**src/rtl/sqlid_pkg.sv**
```systemverilog
// shared types, character constants and helpers for the identifier checker
package sqlid_pkg;

  // parse modes
  typedef enum logic [2:0] {
    MODE_START  = 3'd0,
    MODE_BARE   = 3'd1,
    MODE_QUOTED = 3'd2,
    MODE_QBS    = 3'd3,
    MODE_CLOSED = 3'd4
  } mode_t;

  // final status codes
  typedef enum logic [2:0] {
    ST_OK        = 3'd0,
    ST_EMPTY     = 3'd1,
    ST_EMPTY_SEG = 3'd2,
    ST_BAD_START = 3'd3,
    ST_BAD_CHAR  = 3'd4,
    ST_UNTERM    = 3'd5
  } status_t;

  // register word index
  typedef enum logic {
    REG_DOT_EN  = 1'b0,
    REG_EMIT_EN = 1'b1
  } reg_idx_t;

  localparam logic [7:0] CH_BTICK  = 8'h60;
  localparam logic [7:0] CH_DOT    = 8'h2e;
  localparam logic [7:0] CH_USCORE = 8'h5f;
  localparam logic [7:0] CH_BSLASH = 8'h5c;
  localparam logic [7:0] CH_SPACE  = 8'h20;

  localparam int unsigned FIFO_DEPTH_DEF = 2;

  // results caused by one input transfer: up to three bytes and a status
  typedef struct packed {
    logic [1:0]      nbytes;
    logic [2:0][7:0] bytes;
    logic            has_status;
    status_t         status;
  } bundle_t;

  function automatic logic is_alpha(input logic [7:0] c);
    return (c >= 8'h41 && c <= 8'h5a) || (c >= 8'h61 && c <= 8'h7a) || c == CH_USCORE;
  endfunction

  function automatic logic is_digit(input logic [7:0] c);
    return c >= 8'h30 && c <= 8'h39;
  endfunction

endpackage

```
**src/rtl/sqlid_front.sv**
```systemverilog
// front end: accepts identifier bytes, runs the parser, builds result bundles
module sqlid_front (
  input  logic               clk,
  input  logic               rst_n,
  input  logic               dot_en,
  input  logic               emit_en,
  input  logic               in_tvalid,
  output logic               in_tready,
  input  logic [7:0]         in_tdata,   // [7:0] in_byte
  input  logic               in_tuser,   // [0] no_byte
  input  logic               in_tlast,
  input  logic               q_full,
  output logic               q_push,
  output sqlid_pkg::bundle_t q_data
);

  typedef struct packed {
    sqlid_pkg::mode_t   mode;
    logic               qne;
    sqlid_pkg::status_t err;
    logic               emit;
  } qstep_t;

  // one byte inside backticks
  function automatic qstep_t quoted_step(input logic [7:0] c, input logic qne);
    qstep_t r;
    r.mode = sqlid_pkg::MODE_QUOTED;
    r.qne  = qne;
    r.err  = sqlid_pkg::ST_OK;
    r.emit = 1'b0;
    if (c == sqlid_pkg::CH_BSLASH) begin
      r.mode = sqlid_pkg::MODE_QBS;
    end else if (c == sqlid_pkg::CH_BTICK) begin
      if (!qne) begin
        r.err = sqlid_pkg::ST_EMPTY_SEG;
      end else begin
        r.mode = sqlid_pkg::MODE_CLOSED;
        r.emit = 1'b1;
      end
    end else if (c < sqlid_pkg::CH_SPACE) begin
      r.err = sqlid_pkg::ST_BAD_CHAR;
    end else begin
      r.qne  = 1'b1;
      r.emit = 1'b1;
    end
    return r;
  endfunction

  sqlid_pkg::mode_t   mode_r, mode_nxt;
  logic               dot_r, dot_nxt;
  logic               qne_r, qne_nxt;
  sqlid_pkg::status_t err_r, err_nxt;
  logic [1:0]         nb;
  logic [2:0][7:0]    bs;
  sqlid_pkg::status_t fin_status;
  logic               accept;

  assign in_tready = !q_full;
  assign accept    = in_tvalid && in_tready;

  // parser step for the byte on the input
  always_comb begin
    qstep_t q;
    logic   dot_ok;
    q        = '0;
    dot_ok   = 1'b0;
    mode_nxt = mode_r;
    dot_nxt  = dot_r;
    qne_nxt  = qne_r;
    err_nxt  = err_r;
    nb       = 2'd0;
    bs       = '0;
    if (!in_tuser && err_r == sqlid_pkg::ST_OK) begin
      dot_ok = in_tdata == sqlid_pkg::CH_DOT && dot_en && !dot_r;
      unique case (mode_r)
        sqlid_pkg::MODE_START: begin
          if (in_tdata == sqlid_pkg::CH_BTICK) begin
            mode_nxt = sqlid_pkg::MODE_QUOTED;
            qne_nxt  = 1'b0;
            bs[0]    = in_tdata;
            nb       = 2'd1;
          end else if (sqlid_pkg::is_alpha(in_tdata)) begin
            mode_nxt = sqlid_pkg::MODE_BARE;
            bs[0]    = in_tdata;
            nb       = 2'd1;
          end else begin
            err_nxt = sqlid_pkg::ST_BAD_START;
          end
        end
        sqlid_pkg::MODE_BARE: begin
          if (sqlid_pkg::is_alpha(in_tdata) || sqlid_pkg::is_digit(in_tdata)) begin
            bs[0] = in_tdata;
            nb    = 2'd1;
          end else if (dot_ok) begin
            dot_nxt  = 1'b1;
            mode_nxt = sqlid_pkg::MODE_START;
            bs[0]    = in_tdata;
            nb       = 2'd1;
          end else begin
            err_nxt = sqlid_pkg::ST_BAD_CHAR;
          end
        end
        sqlid_pkg::MODE_QUOTED: begin
          q        = quoted_step(in_tdata, qne_r);
          mode_nxt = q.mode;
          qne_nxt  = q.qne;
          if (q.err != sqlid_pkg::ST_OK) begin
            err_nxt = q.err;
          end
          if (q.emit) begin
            bs[0] = in_tdata;
            nb    = 2'd1;
          end
        end
        sqlid_pkg::MODE_QBS: begin
          // pending backslash goes out first, then escape or literal
          qne_nxt  = 1'b1;
          mode_nxt = sqlid_pkg::MODE_QUOTED;
          bs[0]    = sqlid_pkg::CH_BSLASH;
          if (in_tdata == sqlid_pkg::CH_BTICK || in_tdata == sqlid_pkg::CH_BSLASH) begin
            bs[1] = in_tdata;
            nb    = 2'd2;
          end else begin
            bs[1]    = sqlid_pkg::CH_BSLASH;
            q        = quoted_step(in_tdata, 1'b1);
            mode_nxt = q.mode;
            if (q.err != sqlid_pkg::ST_OK) begin
              err_nxt = q.err;
            end
            if (q.emit) begin
              bs[2] = in_tdata;
              nb    = 2'd3;
            end else begin
              nb = 2'd2;
            end
          end
        end
        default: begin
          // after a closing backtick only a dot may follow
          if (dot_ok) begin
            dot_nxt  = 1'b1;
            mode_nxt = sqlid_pkg::MODE_START;
            bs[0]    = in_tdata;
            nb       = 2'd1;
          end else begin
            err_nxt = sqlid_pkg::ST_BAD_CHAR;
          end
        end
      endcase
    end
  end

  // status reported on the last transfer
  always_comb begin
    fin_status = err_nxt;
    if (err_nxt == sqlid_pkg::ST_OK) begin
      unique case (mode_nxt) inside
        sqlid_pkg::MODE_START: begin
          fin_status = dot_nxt ? sqlid_pkg::ST_EMPTY_SEG : sqlid_pkg::ST_EMPTY;
        end
        sqlid_pkg::MODE_BARE, sqlid_pkg::MODE_CLOSED: begin
          fin_status = sqlid_pkg::ST_OK;
        end
        default: begin
          fin_status = sqlid_pkg::ST_UNTERM;
        end
      endcase
    end
  end

  // bundle toward the queue
  always_comb begin
    q_data.nbytes     = emit_en ? nb : 2'd0;
    q_data.bytes      = bs;
    q_data.has_status = in_tlast;
    q_data.status     = fin_status;
    q_push            = accept && ((emit_en && nb != 2'd0) || in_tlast);
  end

  // parse state
  always_ff @(posedge clk) begin
    if (!rst_n) begin
      mode_r <= sqlid_pkg::MODE_START;
      dot_r  <= 1'b0;
      qne_r  <= 1'b0;
      err_r  <= sqlid_pkg::ST_OK;
    end else if (accept) begin
      if (in_tlast) begin
        mode_r <= sqlid_pkg::MODE_START;
        dot_r  <= 1'b0;
        qne_r  <= 1'b0;
        err_r  <= sqlid_pkg::ST_OK;
      end else begin
        mode_r <= mode_nxt;
        dot_r  <= dot_nxt;
        qne_r  <= qne_nxt;
        err_r  <= err_nxt;
      end
    end
  end

endmodule

```
**config.mk**
```make
export PLATFORM = sky130hd
export DESIGN_NAME = sqlid_front
export DESIGN_NICKNAME = d
export VERILOG_FILES = /design/src/rtl/sqlid_pkg.sv /design/src/rtl/sqlid_front.sv
export SDC_FILE = /design/constraint.sdc
export NUM_CORES = 1
export LEC_CHECK = 0
export ABC_AREA = 1
export BUFFER_PORTS_ARGS = -buffer_cell sky130_fd_sc_hd__buf_4
export CORE_ASPECT_RATIO = 1.2
export CORE_UTILIZATION = 49
export CTS_BUF_LIST = sky130_fd_sc_hd__clkbuf_16
export DETAILED_ROUTE_END_ITERATION = 8
export MAX_ROUTING_LAYER = met4
export PLACE_DENSITY = 0.8
export SETUP_SLACK_MARGIN = 0.02
export SYNTH_ARGS = -nofsm -noshare
export SYNTH_HDL_FRONTEND = slang
export SYNTH_SLANG_ARGS = --single-unit
```
**constraint.sdc**
```tcl
create_clock -name clk -period 2.21 [get_ports clk]
set_clock_uncertainty 0.05 [all_clocks]
set_input_delay 0.442 -clock clk [delete_from_list [all_inputs] [get_ports clk]]
set_output_delay 0.442 -clock clk [all_outputs]
set_load 0.1 [all_outputs]
```
==> flow_summary.json, run 1 <==
{
  "status": "did not finish",
  "failed_stage": "clock tree synthesis (4_1_cts)",
  "error": "[ERROR DPL-0038] Utilization greater than 100%, impossible to legalize",
  "die_y_um": 56.8,
  "cts_buffer_depth": 2,
  "syn_inst": 224,
  "post_cts_resized": 177,
  "ys_ff_latch": 8,
  "num_rows": 19,
  "yosysWarnings": 0,
  "hold_buffers": 0,
  "initial_core_util": 0.527,
  "seq_area_frac_synth": 0.130,
  "gp_congestion": 0.981,
  "place_area_um2": 2250,
  "dpl.hpwl_mm": 5.10,
  "cts_buffers": 3,
  "io_buffers": 44,
  "die-width_um": 47.7,
  "cts.sinks": 8,
  "dp_slack_ns": -0.522,
  "cts_max_level": 1,
  "synth_area_um2": 1230,
  "postCtsSetupBuffers": 27,
  "yosysUniqueCellTypes": 29,
  "io-pin-count": 48,
  "root_buffer": "clkbuf_16",
  "syn_avg_cell_area_um2": 5.48,
  "placed_cells": 347
}
cell usage after synthesis:
cell type | number | share of area
nand3b_2 | 1 | 0.0092
nand2_4 | 2 | 0.018
nor2_8 | 1 | 0.016
inv_1 | 31 | 0.095
nand3_2 | 1 | 0.0082
nor3_1 | 10 | 0.041
o21ai_1 | 4 | 0.016
nand3b_1 | 1 | 0.0061
a211oi_1 | 4 | 0.024
o21bai_1 | 1 | 0.0061
inv_2 | 9 | 0.028
buf_4 | 4 | 0.024
nor2_2 | 9 | 0.046
nand2_2 | 5 | 0.025
nor4_1 | 1 | 0.0051
clkbuf_1 | 1 | 0.0031
conb_1 | 1 | 0.0031
o21ai_0 | 3 | 0.012
nor3_2 | 1 | 0.0082
a21oi_1 | 8 | 0.033
nand2_1 | 55 | 0.17
o21a_1 | 2 | 0.012
nand3_1 | 19 | 0.077
dfxtp_1 | 8 | 0.13
nand4_1 | 5 | 0.025
a41oi_1 | 1 | 0.0071
and2_4 | 1 | 0.0071
nor2_4 | 6 | 0.055
nor2_1 | 29 | 0.089
per-stage QoR:
step	setup TNS [ns]	utilization	hold slack, ns
after floorplan	-8.68	-	0.404
after global placement	-3.99	0.965	0.416
after detailed placement	-6.20	0.965	0.437
logic make-up after synthesis:
kind of cell	synth area share
compound gates	0.111
simple gates	0.606
flops	0.130
other cells	0.00306
buf+inv	0.150
==> run 2: changes to the inputs <==
==> config.mk (replaced) <==
export PLATFORM = sky130hd
export DESIGN_NAME = sqlid_front
export DESIGN_NICKNAME = d
export VERILOG_FILES = /design/src/rtl/sqlid_pkg.sv /design/src/rtl/sqlid_front.sv
export SDC_FILE = /design/constraint.sdc
export NUM_CORES = 1
export LEC_CHECK = 0
export ABC_AREA = 1
export BUFFER_PORTS_ARGS = -buffer_cell sky130_fd_sc_hd__buf_4
export CORE_AREA = 2 2 63 65
export DETAILED_ROUTE_END_ITERATION = 8
export DIE_AREA = 0 0 65 67
export PLACE_DENSITY_LB_ADDON = 0.15
export SYNTH_ARGS = -nofsm -noshare
export SYNTH_HDL_FRONTEND = slang
export SYNTH_SLANG_ARGS = --single-unit
==> run 2 against run 1 <==
Compared with the run above: the flow now finishes, with violations (negative setup slack); synthesized cell count stayed put; area after synthesis stayed put.
==> flow_summary.json, run 2 <==
{
  "status": "complete, but fails checks",
  "violations": "negative setup slack",
  "dr.first_iter.drc_count": 110,
  "end_kind": "output port",
  "yosysWarnings": 0,
  "required_ns": 1.72,
  "syn_inst": 224,
  "antenna_left": 0,
  "syn_avg_cell_area_um2": 5.48,
  "finalSetupTns_ns": -4.86,
  "busiest_layer": "met2",
  "drc_errors": 0,
  "hold_buffers": 0,
  "grt_use_met3": 0.0186,
  "die_y_um": 67,
  "dpl.hpwl_mm": 3.78,
  "drv_cap": 0,
  "root_buffer": "clkbuf_8",
  "path_max_fanout": 4,
  "layout_common_cells": "buf_4, nand2_1, nor2_4",
  "grt_pass1_vias": 1818,
  "timing.final.ws_setup_ns": -0.475,
  "yosysTopAreaCell": "nand2_1",
  "cp_top_family": "simple AND/OR/NAND/NOR gates",
  "dieArea_um2": 4360,
  "gr-usage-met1": 0.281,
  "netlist_top_cells_area": "nand2_1, dfxtp_1, inv_1",
  "synth_edf_count": 0,
  "clock_latency_ns": 0.24,
  "cts_max_level": 1,
  "seq_area_frac_synth": 0.130,
  "crit_path_start": "in_tdata[1]",
  "crit_chain": "buf_6, nor2_4, nand2_2, nor2_4, buf_4, buf_12, nor2_4, nand2_4, nor2_4, nor2_1, nand4_1, nand2_2, clkinvlp_4, buf_12",
  "rr_startpoint": "mode_r[1]",
  "hold_class": "register to register",
  "initial_core_util": 0.340,
  "antennaDiodeCount": 0,
  "synth_top_area_share": 0.168,
  "grt_overflow": 0,
  "grt_use_met2": 0.497,
  "vias": 2029,
  "drt-total-wl_mm": 6.67,
  "finalHoldViolCount": 0,
  "crit_type": "primary input to output port",
  "ys.flop_type": "dfxtp_1",
  "critPathMaxStageDelay_ns": 0.19,
  "io-pin-count": 48,
  "place_area_um2": 2290,
  "min_from": "err_r[2]",
  "setup_violations": 23,
  "fin_area_um2": 3060,
  "grtUsageTotal": 0.258,
  "num_rows": 22,
  "first_pass_iters": 4,
  "critPathLaunchType": "primary input",
  "nFillCells": 200,
  "ys_ff_latch": 8,
  "p_leak_nw": 1.45,
  "coreArea_um2": 3610,
  "arrival_ns": 2.19,
  "die-width_um": 65,
  "synth_most_common_cell": "nand2_1",
  "dp_slack_ns": -0.351,
  "finalPower_uw": 822,
  "viasPerCell": 5.23,
  "cts.sinks": 8,
  "final_common_cell": "buf_4",
  "cts_buffer_depth": 2,
  "ir_drop_v": 0.000386,
  "drive_gt1_frac": 0.688,
  "min_period_over_period": 1.22,
  "fmax_ghz": 0.372,
  "post-route-util": 0.850,
  "yosysUniqueCellTypes": 29,
  "async_reset_ff_frac": 0,
  "path_buf_inv": 5,
  "cts_buffers": 3,
  "grt_pass1_wl_mm": 8.47,
  "path_common_cell": "nor2_4",
  "wl_per_cell_um": 17.2,
  "slowest_stage": "nand4_1",
  "tritoncts": "built",
  "period_needed_ns": 2.69,
  "grt_setup_unrepaired": "true",
  "gp_congestion": 0.903,
  "finalMaxSlewViolations": 0,
  "yosys-top-cells-count": "nand2_1, inv_1, nor2_1",
  "final_nets": 358,
  "synth_area_um2": 1230,
  "syn_to_final_growth_pct": 150,
  "reg_top3": "err_r x3, mode_r x3",
  "antenna_found_initial": 0,
  "io_buffers": 44,
  "path_clk_slew_ns": 0.04,
  "power_density_nw_per_um2": 268,
  "grt_max_degree": 10
}
run 2: cell counts after synthesis:
No cell type changed its count.
run 2: cells by family (layout without fill, tap and decap cells):
family / after synthesis / in the layout / share of synthesized area
and+or+nand+nor: 147 / 147 / 0.606
buffers and inverters: 45 / 159 / 0.150
AOI/OAI and AO/OA: 23 / 23 / 0.111
DFF: 8 / 8 / 0.130
other: 1 / 3 / 0.00306
run 2: what timing repair did:
action	in CTS	in global routing
setup buffers	9	10
setup endpoints to repair	23	26
gates cloned	0	0
pin swaps	26	35
resized for setup	93	60
run 2: cell type report:
type / instances / area (µm²) / share of cell area
multi-input combinational: 173 / 1360 / 0.443
inverter: 40 / 185 / 0.0604
timing repair buffer: 116 / 1250 / 0.408
clock buffer: 3 / 41.3 / 0.0135
sequential: 8 / 169 / 0.0551
tap: 48 / 60.1 / 0.0196
run 2: final timing paths:
path / endpoint / slack (ns) / cells past startpoint
setup / recovery: q_data[28] / -0.48 / 14
hold / removal: err_r[2] / 0.42 / 2
hold reg to reg: err_r[2] / 0.42 / 2
setup reg to reg: err_r[1] / 0.49 / 11
run 2: per-layer routing:
layer / up-vias / part of all wire
li1: 938 / -
met2: 110 / 0.51
met4: 0 / 0.058
met5: - / 0
met1: 946 / 0.37
met3: 35 / 0.053
run 2: through the flow:
stage | instances | hold slack (ns)
finish | 388 | 0.418
global route | 388 | 0.460
CTS | 380 | 0.419
detailed placement | 368 | 0.407
global placement | 368 | 0.410
floorplan | 226 | 0.403
run 2: worst reg2reg max path, stage by stage, from the launching register on:
cell and delay, ns:
dfxtp_4 0.34, nor2_2 0.13, inv_2 0.07, nor2_4 0.19, inv_2 0.07, nor2_4 0.14
nand3_2 0.07, nand2_1 0.09, buf_4 0.10, a21oi_1 0.05, buf_4 0.15, a211oi_1 0.18
run 2: where the power goes:
group          switching (mW)  internal, mW  total (mW)
Combinational           0.316         0.181       0.497
Clock                  0.0608         0.118       0.179
Sequential            0.00184         0.144       0.146
Total                   0.379         0.443       0.822
No activity file was read; power rests on OpenSTA's default activity.
==> run 3: changes to the inputs <==
==> constraint.sdc (replaced) <==
create_clock -name clk -period 2.21 [get_ports clk]
set_clock_uncertainty 0.05 [all_clocks]
set_input_delay 0.1105 -clock clk [delete_from_list [all_inputs] [get_ports clk]]
set_output_delay 0.1105 -clock clk [all_outputs]
set_load 0.1 [all_outputs]
==> run 3 against run 2 <==
Compared with the run above: the run now ends clean; fmax is 27% higher; routed wire length is 40% lower; via count is 23% lower; power is 21% lower; first-iteration DRC count is 32% lower; clock power is 3% lower.
==> flow_summary.json, run 3 (synthesis results as in run 2) <==
{
  "hold_ws_ns": 0.176,
  "grt_max_degree": 12,
  "timing.rr.end": "qne_r",
  "dr.first_iter.drc_count": 75,
  "first_pass_iters": 4,
  "die-width_um": 65,
  "path_clk_slew_ns": 0.04,
  "antenna_found_initial": 0,
  "vias": 1571,
  "dpl.hpwl_mm": 3.33,
  "r2r_slack_ns": 0.62,
  "grt_pass1_vias": 1408,
  "hold_buffers": 0,
  "die_y_um": 67,
  "fmax_ghz": 0.472,
  "grt_setup_unrepaired": "true",
  "layout_common_cells": "nand2_1, buf_4, inv_1",
  "drc_errors": 0,
  "min_from": "rst_n",
  "cts.sinks": 8,
  "cts_buffers": 3,
  "placed_cells": 317,
  "grtUsageTotal": 0.185,
  "final_common_cell": "nand2_1",
  "coreArea_um2": 3610,
  "reg_top3": "err_r x3, mode_r x3",
  "arrival_ns": 1.96,
  "tritoncts": "built",
  "finalMaxSlewViolations": 0,
  "rr_startpoint": "mode_r[2]",
  "dieArea_um2": 4360,
  "p_leak_nw": 0.958,
  "cts_buffer_depth": 2,
  "clock_latency_ns": 0.23,
  "antennaDiodeCount": 0,
  "nFillCells": 392,
  "finalHoldViolCount": 0,
  "hold_class": "primary input to register",
  "required_ns": 2.05,
  "root_buffer": "clkbuf_8",
  "grt_overflow": 0,
  "ir_drop_v": 0.000302,
  "hold_path_depth": 3,
  "crit_type": "register to output port",
  "viasPerCell": 4.86,
  "drt-total-wl_mm": 4.00,
  "io-pin-count": 48,
  "status": "finished, final reports clean",
  "hold_end": "mode_r[1]",
  "critPathLaunchType": "register",
  "drive_gt1_frac": 0.400,
  "seqCellArea_um2": 165,
  "wl_per_cell_um": 12.4,
  "antenna_left": 0,
  "period_needed_ns": 2.12,
  "io_buffers": 44,
  "initial_core_util": 0.340,
  "drv_cap": 0,
  "end_kind": "output port",
  "stdcell_count": 323,
  "reg2regPathDepth": 9,
  "syn_to_final_growth_pct": 51.0,
  "path_max_fanout": 8,
  "finalPower_uw": 649,
  "cts_max_level": 1,
  "min_period_over_period": 0.958,
  "setup_violations": 0,
  "gp_congestion": 0.909,
  "power_density_nw_per_um2": 350,
  "final_nets": 293,
  "post-route-util": 0.514,
  "grt_pass1_wl_mm": 6.29,
  "multi_input_area_um2": 1010,
  "num_rows": 22
}
## run 3: cell count changes in the layout (fill, tap and decap cells not counted), sizes merged
cell,previous run,this run
buf,116,51
inv,36,40
clkinvlp,4,0
## run 3: worst max path at each step
| stage | slack (ns) | start | cells past startpoint | to |
|---|---|---|---|---|
| floorplan | -0.82 | err_r[0] | 4 | q_data[14] |
| CTS | 0.01 | mode_r[2] | 13 | q_data[0] |
| global route | -0.05 | mode_r[2] | 12 | q_data[0] |
| detailed placement | 0.24 | in_tdata[0] | 13 | q_data[0] |
| finish | 0.09 | mode_r[1] | 9 | q_data[25] |
| global placement | 0.23 | in_tdata[0] | 13 | q_data[0] |
## run 3: area by class of cell
cell class,instances,share of cell area
Sequential cell,8,0.0891
Tap cell,48,0.0324
Multi-Input combinational cell,173,0.548
Inverter,40,0.0824
Timing Repair Buffer,51,0.226
Clock buffer,3,0.0223
## run 3: worst max-delay path, cell delays in order (launching register included)
cell and delay [ns]:
dfxtp_2 0.37, inv_2 0.06, nor2_4 0.15, inv_2 0.07, nor2_2 0.13, inv_2 0.11, nor2_4 0.16, inv_4 0.12
nor4_4 0.29, buf_6 0.26
## run 3: timing repair
action                     CTS  global route
resized for setup            0            14
setup buffers                0             3
setup endpoints to repair    0             8
hold endpoints to repair     0             0
## run 3: power breakdown
group	switching [mW]	total (mW)	internal (mW)	leakage [nW]
Clock	0.0559	0.174	0.118	0.0216
Sequential	0.00187	0.147	0.146	0.0658
Combinational	0.241	0.328	0.0877	0.871
## run 3: per-stage QoR
stage / area [µm²] / setup slack, ns / TNS (ns)
after floorplan: 1350 / -0.819 / -5.22
after global routing: 1850 / -0.0474 / -0.0603
after CTS: 1780 / 0.0118 / 0
after detailed placement: 1740 / 0.239 / 0
after global placement: 1740 / 0.225 / 0
final: 1850 / 0.0931 / 0
## run 3: routing by layer
metal	global-route usage	vias to the layer above	routed length [µm]	share of wire
met2	0.334	47	1990	0.50
li1	-	813	-	-
met3	0.0152	5	192	0.048
met1	0.231	706	1770	0.44
met4	0.0559	0	41	0.010
met5	0	-	0	0
